[src/hw/rtl/ftb_pkg.sv]
// ftb_pkg: shared types and constants of the frame timer bank
// used by ftb_slot_store, ftb_rate_div and frame_timer_bank; no dependencies
`default_nettype none

package ftb_pkg;

	typedef enum logic [2:0] {
		CMD_TICK  = 3'd0,
		CMD_ALLOC = 3'd1,
		CMD_FREE  = 3'd2,
		CMD_START = 3'd3,
		CMD_STOP  = 3'd4,
		CMD_RESET = 3'd5,
		CMD_QUERY = 3'd6,
		CMD_NOP   = 3'd7
	} cmd_t;

	typedef enum logic [1:0] {
		ST_OK         = 2'd0,
		ST_NO_FREE    = 2'd1,
		ST_NOT_ALLOC  = 2'd2,
		ST_UNUSED     = 2'd3
	} status_t;

	// register map
	localparam int PADDR_W = 3;
	localparam logic REG_DEBUG_CLAMP = 1'b0;

	localparam logic [31:0] CLAMP_LIMIT   = 32'd1000;
	localparam logic [31:0] CLAMP_VALUE   = 32'd16;
	localparam logic [31:0] MS_PER_SECOND = 32'd1000;

	// frames * 1000 ms * 256 (8.8 fixed point)
	localparam int DIVIDEND_W = 34;
	localparam logic [DIVIDEND_W-1:0] RATE_SCALE = 34'd256000;
	localparam int QUOT_W = 16;

	typedef struct packed {
		logic elapsed_we;
		logic interval_we;
		logic rd_en;
	} store_ctl_t;

	typedef struct packed {
		logic busy;
		logic done;
	} div_stat_t;

endpackage

`default_nettype wire

[src/hw/rtl/ftb_slot_store.sv]
// ftb_slot_store: per-slot elapsed and interval memories, registered read
// depends on ftb_pkg for the control struct
`default_nettype none

module ftb_slot_store
	import ftb_pkg::*;
#(
	parameter int DEPTH = 16,
	parameter int AW = 4
) (
	input  wire logic          clk,
	input  wire store_ctl_t    ctl,
	input  wire logic [AW-1:0] wr_addr,
	input  wire logic [31:0]   wr_elapsed,
	input  wire logic [31:0]   wr_interval,
	input  wire logic [AW-1:0] rd_addr,
	output logic [31:0]        rd_elapsed,
	output logic [31:0]        rd_interval
);

	logic [31:0] elapsed_mem [DEPTH];
	logic [31:0] interval_mem [DEPTH];
	logic [31:0] rd_elapsed_q;
	logic [31:0] rd_interval_q;

	always_ff @(posedge clk) begin
		if (ctl.elapsed_we) begin
			elapsed_mem[wr_addr] <= wr_elapsed;
		end
		if (ctl.interval_we) begin
			interval_mem[wr_addr] <= wr_interval;
		end
		if (ctl.rd_en) begin
			rd_elapsed_q  <= elapsed_mem[rd_addr];
			rd_interval_q <= interval_mem[rd_addr];
		end
	end

	assign rd_elapsed  = rd_elapsed_q;
	assign rd_interval = rd_interval_q;

endmodule

`default_nettype wire

[src/hw/rtl/ftb_rate_div.sv]
// ftb_rate_div: restoring divider, one quotient bit per cycle, 16-bit saturating result
// depends on ftb_pkg for widths and the status struct
`default_nettype none

module ftb_rate_div
	import ftb_pkg::*;
(
	input  wire logic                  clk,
	input  wire logic                  arst_n,
	input  wire logic                  start,
	input  wire logic [DIVIDEND_W-1:0] dividend,
	input  wire logic [31:0]           divisor,
	output div_stat_t                  stat,
	output logic [QUOT_W-1:0]          quotient
);

	localparam int CMP_W = 32 + QUOT_W;

	logic              active_q;
	logic              done_q;
	logic [4:0]        cnt_q;
	logic              sat_q;
	logic [31:0]       rem_q;
	logic [31:0]       div_q;
	logic [QUOT_W-1:0] num_q;
	logic [QUOT_W-1:0] quot_q;
	logic              ovf;
	logic [32:0]       trial;
	logic              fits;

	// quotient of 2^16 or more saturates, so check that up front
	assign ovf   = CMP_W'(dividend) >= {divisor, QUOT_W'(0)};
	assign trial = {rem_q, num_q[QUOT_W-1]};
	assign fits  = trial >= {1'b0, div_q};

	always_ff @(posedge clk or negedge arst_n) begin
		if (!arst_n) begin
			active_q <= 1'b0;
			done_q   <= 1'b0;
			cnt_q    <= '0;
		end else begin
			done_q <= 1'b0;
			if (start) begin
				active_q <= 1'b1;
				cnt_q    <= ovf ? 5'd0 : 5'(QUOT_W);
			end else if (active_q) begin
				if (cnt_q == 5'd0) begin
					active_q <= 1'b0;
					done_q   <= 1'b1;
				end else begin
					cnt_q <= cnt_q - 5'd1;
				end
			end
		end
	end

	always_ff @(posedge clk) begin
		if (start) begin
			sat_q  <= ovf;
			div_q  <= divisor;
			rem_q  <= 32'(dividend[DIVIDEND_W-1:QUOT_W]);
			num_q  <= dividend[QUOT_W-1:0];
			quot_q <= '0;
		end else if (active_q && cnt_q != 5'd0) begin
			rem_q  <= fits ? 32'(trial - {1'b0, div_q}) : trial[31:0];
			num_q  <= {num_q[QUOT_W-2:0], 1'b0};
			quot_q <= {quot_q[QUOT_W-2:0], fits};
		end
	end

	assign stat.busy = active_q;
	assign stat.done = done_q;
	assign quotient  = sat_q ? '1 : quot_q;

endmodule

`default_nettype wire

[src/hw/rtl/frame_timer_bank.sv]
// frame_timer_bank: bank of elapsed-time timers advanced by frame ticks
// depends on ftb_pkg, ftb_slot_store and ftb_rate_div
//
// Usage: one command transaction (command, slot, value) on cmd_valid/cmd_stall
// gives exactly one response transaction on rsp_valid/rsp_stall. cmd_stall is
// low only while the sequencer is idle; one command is worked at a time, but a
// finished response may wait in the output register while the next command runs.
// Steps from accept to rsp_valid:
//   start, stop, reset, query: execute, read, report, finish
//   free and bad slot: execute, finish; no-op: finish only
//   allocate: scan up from slot 0 to the lowest free slot (all slots when full)
//   tick: frame time, then a read and a write step per slot on the shared
//   elapsed memory, then the rate step; once per second of accumulated frame
//   time the serial divider refreshes the frame rate before the finish step
// cmd_stall falls in the same cycle that rsp_valid rises.
// Reset clears every slot, the tick history, the rate and the clamp register.
// While rsp_stall is high the response holds and the next result waits in the
// sequencer. debug_clamp_enable is at APB byte address 0.
`default_nettype none

module frame_timer_bank
	import ftb_pkg::*;
#(
	parameter int TIMER_SLOTS = 16
) (
	input  wire logic               clk,
	input  wire logic               arst_n,
	input  wire logic               psel,
	input  wire logic               penable,
	input  wire logic               pwrite,
	input  wire logic [PADDR_W-1:0] paddr,
	input  wire logic [31:0]        pwdata,
	output logic [31:0]             prdata,
	output logic                    pready,
	input  wire logic               cmd_valid,
	output logic                    cmd_stall,
	input  wire logic [2:0]         command,
	input  wire logic [3:0]         slot,
	input  wire logic [31:0]        value,
	output logic                    rsp_valid,
	input  wire logic               rsp_stall,
	output logic [1:0]              status,
	output logic [3:0]              result_slot,
	output logic                    expired,
	output logic                    enabled,
	output logic [31:0]             elapsed,
	output logic [31:0]             interval,
	output logic [31:0]             frame_time,
	output logic [15:0]             frame_rate
);

	localparam int SW = (TIMER_SLOTS > 1) ? $clog2(TIMER_SLOTS) : 1;
	localparam logic [SW-1:0] IDX_LAST = SW'(TIMER_SLOTS - 1);

	typedef enum logic [11:0] {
		S_IDLE     = 12'b0000_0000_0001,
		S_TICK_FT  = 12'b0000_0000_0010,
		S_TICK_RD  = 12'b0000_0000_0100,
		S_TICK_WR  = 12'b0000_0000_1000,
		S_RATE     = 12'b0000_0001_0000,
		S_DIV_GO   = 12'b0000_0010_0000,
		S_DIV_WAIT = 12'b0000_0100_0000,
		S_ALLOC    = 12'b0000_1000_0000,
		S_EXEC     = 12'b0001_0000_0000,
		S_READ     = 12'b0010_0000_0000,
		S_REPORT   = 12'b0100_0000_0000,
		S_FIN      = 12'b1000_0000_0000
	} state_t;

	state_t state_q;

	logic                   clamp_q;
	logic [31:0]            last_tick_q;
	logic [31:0]            frame_delta_q;
	logic [15:0]            rate_count_q;
	logic [31:0]            rate_ms_q;
	logic [15:0]            rate_value_q;
	logic [TIMER_SLOTS-1:0] in_use_q;
	logic [TIMER_SLOTS-1:0] running_q;
	logic [SW-1:0]          idx_q;
	logic                   rsp_valid_q;

	cmd_t                   cmd_q;
	logic [3:0]             slot_q;
	logic [31:0]            value_q;
	logic [DIVIDEND_W-1:0]  prod_q;
	status_t                res_status_q;
	logic [3:0]             res_slot_q;
	logic                   res_expired_q;
	logic                   res_enabled_q;
	logic [31:0]            res_elapsed_q;
	logic [31:0]            res_interval_q;
	status_t                status_q;
	logic [3:0]             result_slot_q;
	logic                   expired_q;
	logic                   enabled_q;
	logic [31:0]            elapsed_q;
	logic [31:0]            interval_q;
	logic [31:0]            frame_time_q;
	logic [15:0]            frame_rate_q;

	logic                   cmd_accept;
	logic                   out_free;
	logic                   cfg_write;
	logic [SW-1:0]          slot_idx;
	logic                   slot_live;
	logic [31:0]            ft_raw;
	logic [31:0]            ft;
	logic [31:0]            add_a;
	logic [32:0]            sum_w;
	logic [31:0]            sat_sum;
	logic                   rate_below;
	store_ctl_t             st_ctl;
	logic [SW-1:0]          st_addr;
	logic [31:0]            rd_elapsed;
	logic [31:0]            rd_interval;
	div_stat_t              div_stat;
	logic [QUOT_W-1:0]      div_quot;

	// configuration port
	assign pready    = 1'b1;
	assign cfg_write = psel && penable && pwrite;
	assign prdata    = (paddr[2] == REG_DEBUG_CLAMP) ? {31'd0, clamp_q} : 32'd0;

	assign cmd_stall  = (state_q != S_IDLE);
	assign cmd_accept = cmd_valid && !cmd_stall;
	assign out_free   = !rsp_valid_q || !rsp_stall;

	assign slot_idx  = SW'(slot_q);
	assign slot_live = (32'(slot_q) < 32'(TIMER_SLOTS)) && in_use_q[slot_idx];

	assign ft_raw = value_q - last_tick_q;
	assign ft     = (clamp_q && ft_raw > CLAMP_LIMIT) ? CLAMP_VALUE : ft_raw;

	// shared saturating adder: slot elapsed during the walk, rate window otherwise
	assign add_a      = (state_q == S_TICK_WR) ? rd_elapsed : rate_ms_q;
	assign sum_w      = {1'b0, add_a} + {1'b0, frame_delta_q};
	assign sat_sum    = sum_w[32] ? 32'hFFFF_FFFF : sum_w[31:0];
	assign rate_below = rate_ms_q < MS_PER_SECOND;

	assign st_ctl.elapsed_we =
		((state_q == S_TICK_WR) && in_use_q[idx_q] && running_q[idx_q]) ||
		((state_q == S_ALLOC) && !in_use_q[idx_q]) ||
		((state_q == S_EXEC) && slot_live && (cmd_q == CMD_RESET));
	assign st_ctl.interval_we = (state_q == S_ALLOC) && !in_use_q[idx_q];
	assign st_ctl.rd_en       = (state_q == S_TICK_RD) || (state_q == S_READ);
	assign st_addr = ((state_q == S_EXEC) || (state_q == S_READ)) ? slot_idx : idx_q;

	ftb_slot_store #(
		.DEPTH(TIMER_SLOTS),
		.AW(SW)
	) u_store (
		.clk(clk),
		.ctl(st_ctl),
		.wr_addr(st_addr),
		.wr_elapsed((state_q == S_TICK_WR) ? sat_sum : 32'd0),
		.wr_interval(value_q),
		.rd_addr(st_addr),
		.rd_elapsed(rd_elapsed),
		.rd_interval(rd_interval)
	);

	ftb_rate_div u_div (
		.clk(clk),
		.arst_n(arst_n),
		.start(state_q == S_DIV_GO),
		.dividend(prod_q),
		.divisor(rate_ms_q),
		.stat(div_stat),
		.quotient(div_quot)
	);

	always_ff @(posedge clk or negedge arst_n) begin
		if (!arst_n) begin
			state_q       <= S_IDLE;
			clamp_q       <= 1'b0;
			last_tick_q   <= '0;
			frame_delta_q <= '0;
			rate_count_q  <= '0;
			rate_ms_q     <= '0;
			rate_value_q  <= '0;
			in_use_q      <= '0;
			running_q     <= '0;
			idx_q         <= '0;
			rsp_valid_q   <= 1'b0;
		end else begin
			if (cfg_write && paddr[2] == REG_DEBUG_CLAMP) begin
				clamp_q <= pwdata[0];
			end
			// a new response replaces the one taken at this edge
			if (state_q == S_FIN && out_free) begin
				rsp_valid_q <= 1'b1;
			end else if (!rsp_stall) begin
				rsp_valid_q <= 1'b0;
			end
			unique case (state_q)
				S_IDLE: begin
					if (cmd_accept) begin
						idx_q <= '0;
						unique case (command)
							CMD_TICK:  state_q <= S_TICK_FT;
							CMD_ALLOC: state_q <= S_ALLOC;
							CMD_NOP:   state_q <= S_FIN;
							default:   state_q <= S_EXEC;
						endcase
					end
				end
				S_TICK_FT: begin
					last_tick_q   <= value_q;
					frame_delta_q <= ft;
					state_q       <= S_TICK_RD;
				end
				S_TICK_RD: begin
					state_q <= S_TICK_WR;
				end
				S_TICK_WR: begin
					if (idx_q == IDX_LAST) begin
						state_q <= S_RATE;
					end else begin
						idx_q   <= idx_q + SW'(1);
						state_q <= S_TICK_RD;
					end
				end
				S_RATE: begin
					if (rate_below) begin
						if (rate_count_q != 16'hFFFF) begin
							rate_count_q <= rate_count_q + 16'd1;
						end
						rate_ms_q <= sat_sum;
						state_q   <= S_FIN;
					end else begin
						state_q <= S_DIV_GO;
					end
				end
				S_DIV_GO: begin
					state_q <= S_DIV_WAIT;
				end
				S_DIV_WAIT: begin
					if (div_stat.done) begin
						rate_value_q <= div_quot;
						rate_count_q <= '0;
						rate_ms_q    <= '0;
						state_q      <= S_FIN;
					end
				end
				S_ALLOC: begin
					if (!in_use_q[idx_q]) begin
						in_use_q[idx_q]  <= 1'b1;
						running_q[idx_q] <= 1'b0;
						state_q          <= S_FIN;
					end else if (idx_q == IDX_LAST) begin
						state_q <= S_FIN;
					end else begin
						idx_q <= idx_q + SW'(1);
					end
				end
				S_EXEC: begin
					if (!slot_live) begin
						state_q <= S_FIN;
					end else begin
						unique case (cmd_q)
							CMD_FREE: begin
								in_use_q[slot_idx]  <= 1'b0;
								running_q[slot_idx] <= 1'b0;
								state_q             <= S_FIN;
							end
							CMD_START: begin
								running_q[slot_idx] <= 1'b1;
								state_q             <= S_READ;
							end
							CMD_STOP: begin
								running_q[slot_idx] <= 1'b0;
								state_q             <= S_READ;
							end
							default: state_q <= S_READ;
						endcase
					end
				end
				S_READ: begin
					state_q <= S_REPORT;
				end
				S_REPORT: begin
					state_q <= S_FIN;
				end
				S_FIN: begin
					if (out_free) begin
						state_q <= S_IDLE;
					end
				end
				default: state_q <= S_IDLE;
			endcase
		end
	end

	// working result and response payload
	always_ff @(posedge clk) begin
		unique case (state_q)
			S_IDLE: begin
				if (cmd_accept) begin
					cmd_q          <= cmd_t'(command);
					slot_q         <= slot;
					value_q        <= value;
					res_status_q   <= ST_OK;
					res_slot_q     <= (command == CMD_TICK || command == CMD_ALLOC) ?
						4'd0 : slot;
					res_expired_q  <= 1'b0;
					res_enabled_q  <= 1'b0;
					res_elapsed_q  <= '0;
					res_interval_q <= '0;
				end
			end
			S_RATE: begin
				prod_q <= DIVIDEND_W'(rate_count_q) * RATE_SCALE;
			end
			S_ALLOC: begin
				if (!in_use_q[idx_q]) begin
					res_slot_q     <= 4'(idx_q);
					res_expired_q  <= (value_q == 32'd0);
					res_interval_q <= value_q;
				end else if (idx_q == IDX_LAST) begin
					res_status_q <= ST_NO_FREE;
				end
			end
			S_EXEC: begin
				if (!slot_live) begin
					res_status_q <= ST_NOT_ALLOC;
				end
			end
			S_REPORT: begin
				res_expired_q  <= rd_elapsed >= rd_interval;
				res_enabled_q  <= running_q[slot_idx];
				res_elapsed_q  <= rd_elapsed;
				res_interval_q <= rd_interval;
			end
			S_FIN: begin
				if (out_free) begin
					status_q      <= res_status_q;
					result_slot_q <= res_slot_q;
					expired_q     <= res_expired_q;
					enabled_q     <= res_enabled_q;
					elapsed_q     <= res_elapsed_q;
					interval_q    <= res_interval_q;
					frame_time_q  <= frame_delta_q;
					frame_rate_q  <= rate_value_q;
				end
			end
			default: ;
		endcase
	end

	assign rsp_valid   = rsp_valid_q;
	assign status      = status_q;
	assign result_slot = result_slot_q;
	assign expired     = expired_q;
	assign enabled     = enabled_q;
	assign elapsed     = elapsed_q;
	assign interval    = interval_q;
	assign frame_time  = frame_time_q;
	assign frame_rate  = frame_rate_q;

`ifndef SYNTH
	a_accept_leaves_idle: assert property (@(posedge clk) disable iff (!arst_n)
		cmd_accept |=> state_q != S_IDLE)
		else $error("sequencer stayed idle after a command transaction");

	a_running_in_use: assert property (@(posedge clk) disable iff (!arst_n)
		(running_q & ~in_use_q) == '0)
		else $error("a free slot is marked running");

	a_div_done_waited: assert property (@(posedge clk) disable iff (!arst_n)
		div_stat.done |-> state_q == S_DIV_WAIT)
		else $error("divider finished outside the rate update");

	a_rsp_from_fin: assert property (@(posedge clk) disable iff (!arst_n)
		$rose(rsp_valid_q) |-> $past(state_q == S_FIN))
		else $error("response raised outside the finish step");
`endif

endmodule

`default_nettype wire

[config.mk]
export PLATFORM = sky130hd
export DESIGN_NAME = frame_timer_bank
export DESIGN_NICKNAME = d
export VERILOG_FILES = /design/src/hw/rtl/ftb_pkg.sv /design/src/hw/rtl/ftb_slot_store.sv /design/src/hw/rtl/ftb_rate_div.sv /design/src/hw/rtl/frame_timer_bank.sv
export SDC_FILE = /design/constraint.sdc
export NUM_CORES = 2
export LEC_CHECK = 0
export ABC_AREA = 1
export BUFFER_PORTS_ARGS = -buffer_cell sky130_fd_sc_hd__buf_4
export CORE_MARGIN = 3
export CORE_UTILIZATION = 53
export CTS_CLUSTER_SIZE = 10
export DETAILED_ROUTE_END_ITERATION = 8
export PLACE_DENSITY = 0.77
export SLEW_MARGIN = 15
export SYNTH_ARGS = -nofsm -noshare
export SYNTH_HDL_FRONTEND = slang
export SYNTH_SLANG_ARGS = --single-unit
[constraint.sdc]
create_clock -name clk -period 9.6 [get_ports clk]
set_clock_uncertainty 0.2 [all_clocks]
set_input_delay 0.48 -clock clk [delete_from_list [all_inputs] [get_ports clk]]
set_output_delay 0.48 -clock clk [all_outputs]
set_load 0.01 [all_outputs]
* Word-level counts from Yosys, hierarchy flattened
Memory sizes are Yosys's and may differ from the RTL's. A register that Yosys moved wholly into a read port is not among the register bits.
Cells that the tools add are included.
Widths: inputs -> output; s select.
** Word-level totals
- Output and inout port bits :: 155
- ROM bits :: 0
- Word-level logic and storage cells :: 240
- Latch bits :: 0
- Bits in writable memories :: 1024
- Memories kept :: 2
- Input bits :: 81
- Flip-flop bits (word level) :: 535
** Cells by class
- $add $sub $neg :: 6
- $mul :: 1
- Divide/modulo/power cells :: 0
- Reduce and logical (&&, ||, !) cells :: 52
- Multiplexer cells :: 87
- Order comparisons :: 9
- Bitwise logic cells :: 8
- Eq/ne operators :: 36
- Shift operators :: 0
** Memories
- u_store.elapsed_mem :: words 16, width 32, read ports 1, clocked after Yosys merged registers in 1, wr ports 1, RTL line ftb_slot_store.sv:21 : logic [31:0] elapsed_mem [DEPTH];
- u_store.interval_mem :: words 16, width 32, read ports 1, clocked after Yosys merged registers in 1, wr ports 1, RTL line ftb_slot_store.sv:22 : logic [31:0] interval_mem [DEPTH];
** Operators with widths (count)
- $mux 32 :: 9
- $mux 16 :: 11
- $pmux 12 s12 :: 1
- $pmux 16 s2 :: 4
- $pmux 32 s2 :: 2
- $mux 12 :: 8
- $pmux 32 s3 :: 1
- $sub 32x32->32 :: 2
- $and 16x16->16 :: 3
- $ge 34x48->1 :: 1
- $mux 18 :: 2
- $pmux 12 s3 :: 1
- $add 32x32->33 :: 1
- $ge 33x32->1 :: 1
- $ge 32x32->1 :: 1
- $gt 32x10->1 const B :: 1
- $logic_not 32->1 :: 1
- $lt 32x10->1 const B :: 1
- $not 16->16 :: 2
- $or 16x16->16 :: 2
- $mux 4 :: 7
- $mux 5 :: 5
- $mul 16x7->23 const B :: 1
- $mux 1 :: 21
- 49 further kinds :: 110

* Logic depth before layout (Yosys ltp)
- Depth after elaboration :: 9
- Mapped depth :: 25
- Mapped depth without buffers :: 22

* Modules after synthesis
Synthesis repeated with hierarchy kept, for this count alone.
** Second synthesis, totals
- Cells, all modules :: 8306
- Area total of the unflattened synthesis :: 79491.2 µm²
** Modules (own cells, without submodules)
- ftb_slot_store :: area each 46025.4 µm², cells an instance 4244, seq. area each 32671.3 µm², times used 1
- frame_timer_bank :: area each 26233.9 µm², cells an instance 3060, seq. area each 12082.8 µm², times used 1
- ftb_rate_div :: area each 7231.9 µm², cells an instance 1002, seq. area each 2787.7 µm², times used 1

* Worst setup path after synthesis
OpenSTA, ideal clock, no wires.
- Path kind :: register -> register
- Start point :: register state_q[4]
- End point :: register elapsed_q[0] (netlist: elapsed[0]) (enable)
- Data required time :: 8.762 ns
- Data arrival time :: 6.715 ns
- Buffers on the path :: 0
- Period minus slack after synthesis :: 7.554 ns
- Library setup time :: 0.638 ns
- Setup slack :: 2.046 ns
- Stages on the path, launching flop included :: 6
- Path through :: dfrtp_1 nor2_1 nand2_2 nor2_4 nand4_1 a21oi_1
** On the way
- Cells in the longest elaborated chain, start to end :: 2
** RTL lines
- from (decl) :: RTL line frame_timer_bank.sv:70 : state_t state_q;
- from (signal assigned) :: RTL line frame_timer_bank.sv:175 : state_q <= S_IDLE;
- from (signal assigned) :: RTL line frame_timer_bank.sv:201 : CMD_TICK: state_q <= S_TICK_FT;
- from (signal assigned) :: RTL line frame_timer_bank.sv:202 : CMD_ALLOC: state_q <= S_ALLOC;
- $eq 12x12->1 :: RTL line frame_timer_bank.sv:297 : unique case (state_q)
- $reduce_and 2->1 (no line)
- to (signal assigned) :: RTL line frame_timer_bank.sv:341 : elapsed_q <= res_elapsed_q;
- to (decl) :: RTL line frame_timer_bank.sv:97 : logic [31:0] elapsed_q;
Every way passes these cells.
A chain may end at the register's enable or synchronous reset.

* Final worst setup path
- Start point :: register state_q[11]
- End point :: memory u_store.elapsed_mem[0][25], data pin
** On the way
- Cells in the longest elaborated chain, start to end :: 5
** RTL lines
- $eq 12x4->1 (*) :: RTL line frame_timer_bank.sv:136, frame_timer_bank.sv:156
- $mux 32 :: RTL line frame_timer_bank.sv:136 : assign add_a = (state_q == S_TICK_WR) ? rd_elapsed : rate_ms_q;
- $add 32x32->33 :: RTL line frame_timer_bank.sv:137 : assign sum_w = {1'b0, add_a} + {1'b0, frame_delta_q};
- $mux 32 :: RTL line frame_timer_bank.sv:138 : assign sat_sum = sum_w[32] ? 32'hFFFF_FFFF : sum_w[31:0];
- $mux 32 (*) :: RTL line frame_timer_bank.sv:156 : .wr_elapsed((state_q == S_TICK_WR) ? sat_sum : 32'd0),
- net u_store.wr_elapsed[25] :: RTL line ftb_slot_store.sv:14 : input wire logic [31:0] wr_elapsed,
- to (decl) :: RTL line ftb_slot_store.sv:21
The timed path passes the listed nets; every way through them passes the cells marked *.

==> flow_summary.yaml <==
run_status:
  outcome: "completed"
cells_and_area:
  layout-drive-gt1-share_pct: 7.72
  fill_cells: 10500
  final_common_cell: "nand2_1"
  multi_input_area_um2: 22200
  regArea_um2: 47200
  final_cells: 9215
  post-route-util_pct: 60.6
  nets: 7660
  final_cell_mix: "nand2_1 (2400), edfxtp_1 (1398), inv_1 (812)"
  areaGrowthSynthToFinish_pct: 12.6
die:
  die_w_um: 378
  start_util_pct: 53.8
  dieArea_um2: 143000
  dieHeight_um: 378
  num_rows: 135
  coreArea_um2: 136000
  io_pins: 236
timing:
  rsz0062_at_grt: "false"
  fmaxAchievable_mhz: 151
  finalMaxSlewViolations: 0
  fin_crit_ns: 6.61
  worst_pin_slew_ns: 1.24
  fin_ws_ns: 2.99
  hold_viol: 0
  fin_crit_sh_pct: 68.9
  setup_tns_ns: 0
  slew_headroom_pct: 17.3
  setup_viol: 0
route:
  num_vias: 52900
  drc: 0
  wire_per_inst_um: 21.9
  drtPass1Iterations: 6
  drt_iter0_drc: 6362
  vias_per_cell: 5.74
  postRouteAntennaNets: 0
  routed_wl_um: 202000
clocking:
  postCtsHoldBufs: 45
  cts_resized: 0
  clock-root-buffer: "clkbuf_16"
  cts_inserted_buffers: 183
  clk_pin_slew_ns: 0.06
  post_cts_buffers: 0
  clock_sinks: 1613
  cts_htree_levels: 4
  insertion_delay_ns: 0.83
  clk_path_buf_depth: 3
  cts_tree: "yes"
placed_design:
  place_inst: 8869
  dp_hpwl_um: 130000
  numPortBuffers: 170
  dp_slack_ns: 3.27
  place_congestion: 0.975
worst_setup_path:
  crit_required_ns: 9.89
  crit_arrival_ns: 6.90
  startpoint_type: "flop"
  crit_buf_inv: 6
  crit_path_end_kind: "flop"
  crit_family: "simple AND/OR/NAND/NOR gates"
  cpMostUsedCell: "nand2_1"
  cp_slowest_stage_delay_ns: 0.61
  critPathKind: "reg -> reg"
  crit_slowest_cell: "nand2_1"
  crit_chain: "nor2_2 > nand2_1 > nor2_1 > nand2_2 > inv_1 > nor2_1 > a21oi_1 > inv_1 > fa_1 > inv_1 > nand3_1 > nand2_1 > a21oi_1 > o21ai_0 > nand4_1 > nand2_1 > nand2_1 > nand2_1 > inv_1 > buf_4 > nand3_1 > nand2_1 > inv_1"
  critical_path.max_fanout: 22
grt:
  antenna_found_initial: 12
  grt_pass1_wl_um: 302000
  grt_usage_pct: 28.0
  gr-total-overflow: 0
  grt_pass1_vias: 50900
  grt_max_degree: 173
logic_synthesis:
  yosysSeqAreaShare_pct: 64.3
  synth-seq-cells: 1613
  synth_edf_count: 1398
  ys.flop_type: "edfxtp_1"
  async_flop_share_pct: 11.5
  synth_area_um2: 73500
  yosysWarningCount: 0
  synth.avg_cell_area_um2: 10.4
  netlist_instances: 7046
  ys_types: 59
job:
  drv_cap: 0
pwr:
  ir_drop_v: 0.000210
  total_power_uw: 19300
  p_per_area_nw_per_um2: 234
  p_leak_uw: 0.0329
worst_hold_path:
  hp-class: "in -> async"
-- metrics by stage --
stage / hold slack [ns] / area [um^2]
floorplan: -0.0156 / 73600
global placement: 0.201 / 76800
detailed placement: 0.205 / 76800
CTS: 0.124 / 82700
global route: 0.148 / 82700
finish: 0.167 / 82800
-- layout make-up --
class | instances | area share, %
Antenna cell | 9 | 0.0272
Tap cell | 1781 | 2.69
Sequential cell | 1613 | 57.0
Clock inverter | 20 | 0.509
Timing Repair Buffer | 323 | 3.12
Multi-Input combinational cell | 4367 | 26.8
Inverter | 830 | 3.77
Clock buffer | 272 | 6.05
-- report_power, final --
part	switching (uW)	leakage, uW	internal (uW)	total, uW
combinational	2980	0.0158	1270	4250
clock	2740	0.00258	3630	6370
sequential	412	0.0146	8310	8720
total	6140	0.0329	13200	19300
-- cells by family after synthesis --
| family | share of synthesized area, % |
|---|---|
| compound gates | 5.23 |
| xor+xnor | 0.799 |
| simple gates | 18.7 |
| flops | 64.3 |
| fa+ha+maj | 5.03 |
| other cells | 0.0102 |
| buf+inv | 5.96 |
-- synth_stat cells, types with 3 or more instances --
master	instances	area, um^2
nand2_1	2405	9030
edfxtp_1	1398	42000
inv_1	813	3050
nor2_1	320	1200
nand4_1	304	1900
o21ai_0	289	1450
ha_1	204	2550
dfrtp_1	184	4600
a21oi_1	166	831
nand3_1	161	806
clkbuf_1	118	443
buf_2	97	485
o22ai_1	69	432
nor3_1	59	295
fa_1	57	1140
xor2_1	44	385
buf_4	37	278
a31oi_1	34	213
o21ai_1	31	155
dfxtp_1	30	601
o31ai_1	23	173
xnor2_1	23	201
nor4_1	21	131
or2_2	21	131
a21o_1	15	113
o211ai_1	14	105
buf_1	13	48.8
inv_2	10	37.5
o21bai_1	9	67.6
a211oi_1	7	52.6
nand3b_1	7	52.6
a221oi_1	6	52.6
clkinv_1	5	18.8
nor2_2	5	31.3
a21boi_0	4	30.0
o221ai_1	4	35.0
a22oi_1	3	22.5
and2_1	3	18.8
and3_1	3	18.8
nand2_2	3	18.8
nor2_4	3	33.8
o21ai_2	3	26.3
-- registers in the layout (all words and copies together), names as in the netlist, 23 cells and up, named ones only --
signal / cells
u_div.rem_q: 32
rate_ms_q: 32
res_interval_q: 32
prod_q: 23
value_q: 32
u_store.interval_mem: 512
frame_delta_q: 32
u_div.div_q: 32
u_store.rd_elapsed: 32
frame_time: 32
interval: 32
u_store.elapsed_mem: 512
last_tick_q: 32
res_elapsed_q: 32
elapsed: 32
u_store.rd_interval: 32
-- metal layers --
layer / GRT usage (%) / part of all wire (%) / vias to the layer above
met4: 11.7 / 4.2 / 6
met5: 0 / 0.023 / -
li1: - / - / 24200
met3: 6.42 / 11 / 517
met2: 43.3 / 45 / 2885
met1: 38.4 / 40 / 25300
-- final timing paths --
check | startpoint | to | slack, ns | depth (start not counted)
setup / recovery | state_q[11]$_DFFE_PN0P_ | u_store.elapsed_mem[0][25]$_DFFE_PP_ | 2.99 | 23
min in group clk | value[26] | value_q[26]$_DFFE_PP_ | 0.17 | 2
hold / removal | arst_n | asynchronous set/reset pin | 0.17 | 2
setup reg to reg | state_q[11]$_DFFE_PN0P_ | u_store.elapsed_mem[0][25]$_DFFE_PP_ | 2.99 | 23
hold reg to reg | res_interval_q[19]$_DFFE_PP_ | interval[19]$_DFFE_PP_ | 0.19 | 0
max in group asynchronous | arst_n | rate_count_q[11]$_DFFE_PN0P_ | 7.34 | 3
Note: power is estimated with default switching activity, not from simulation.
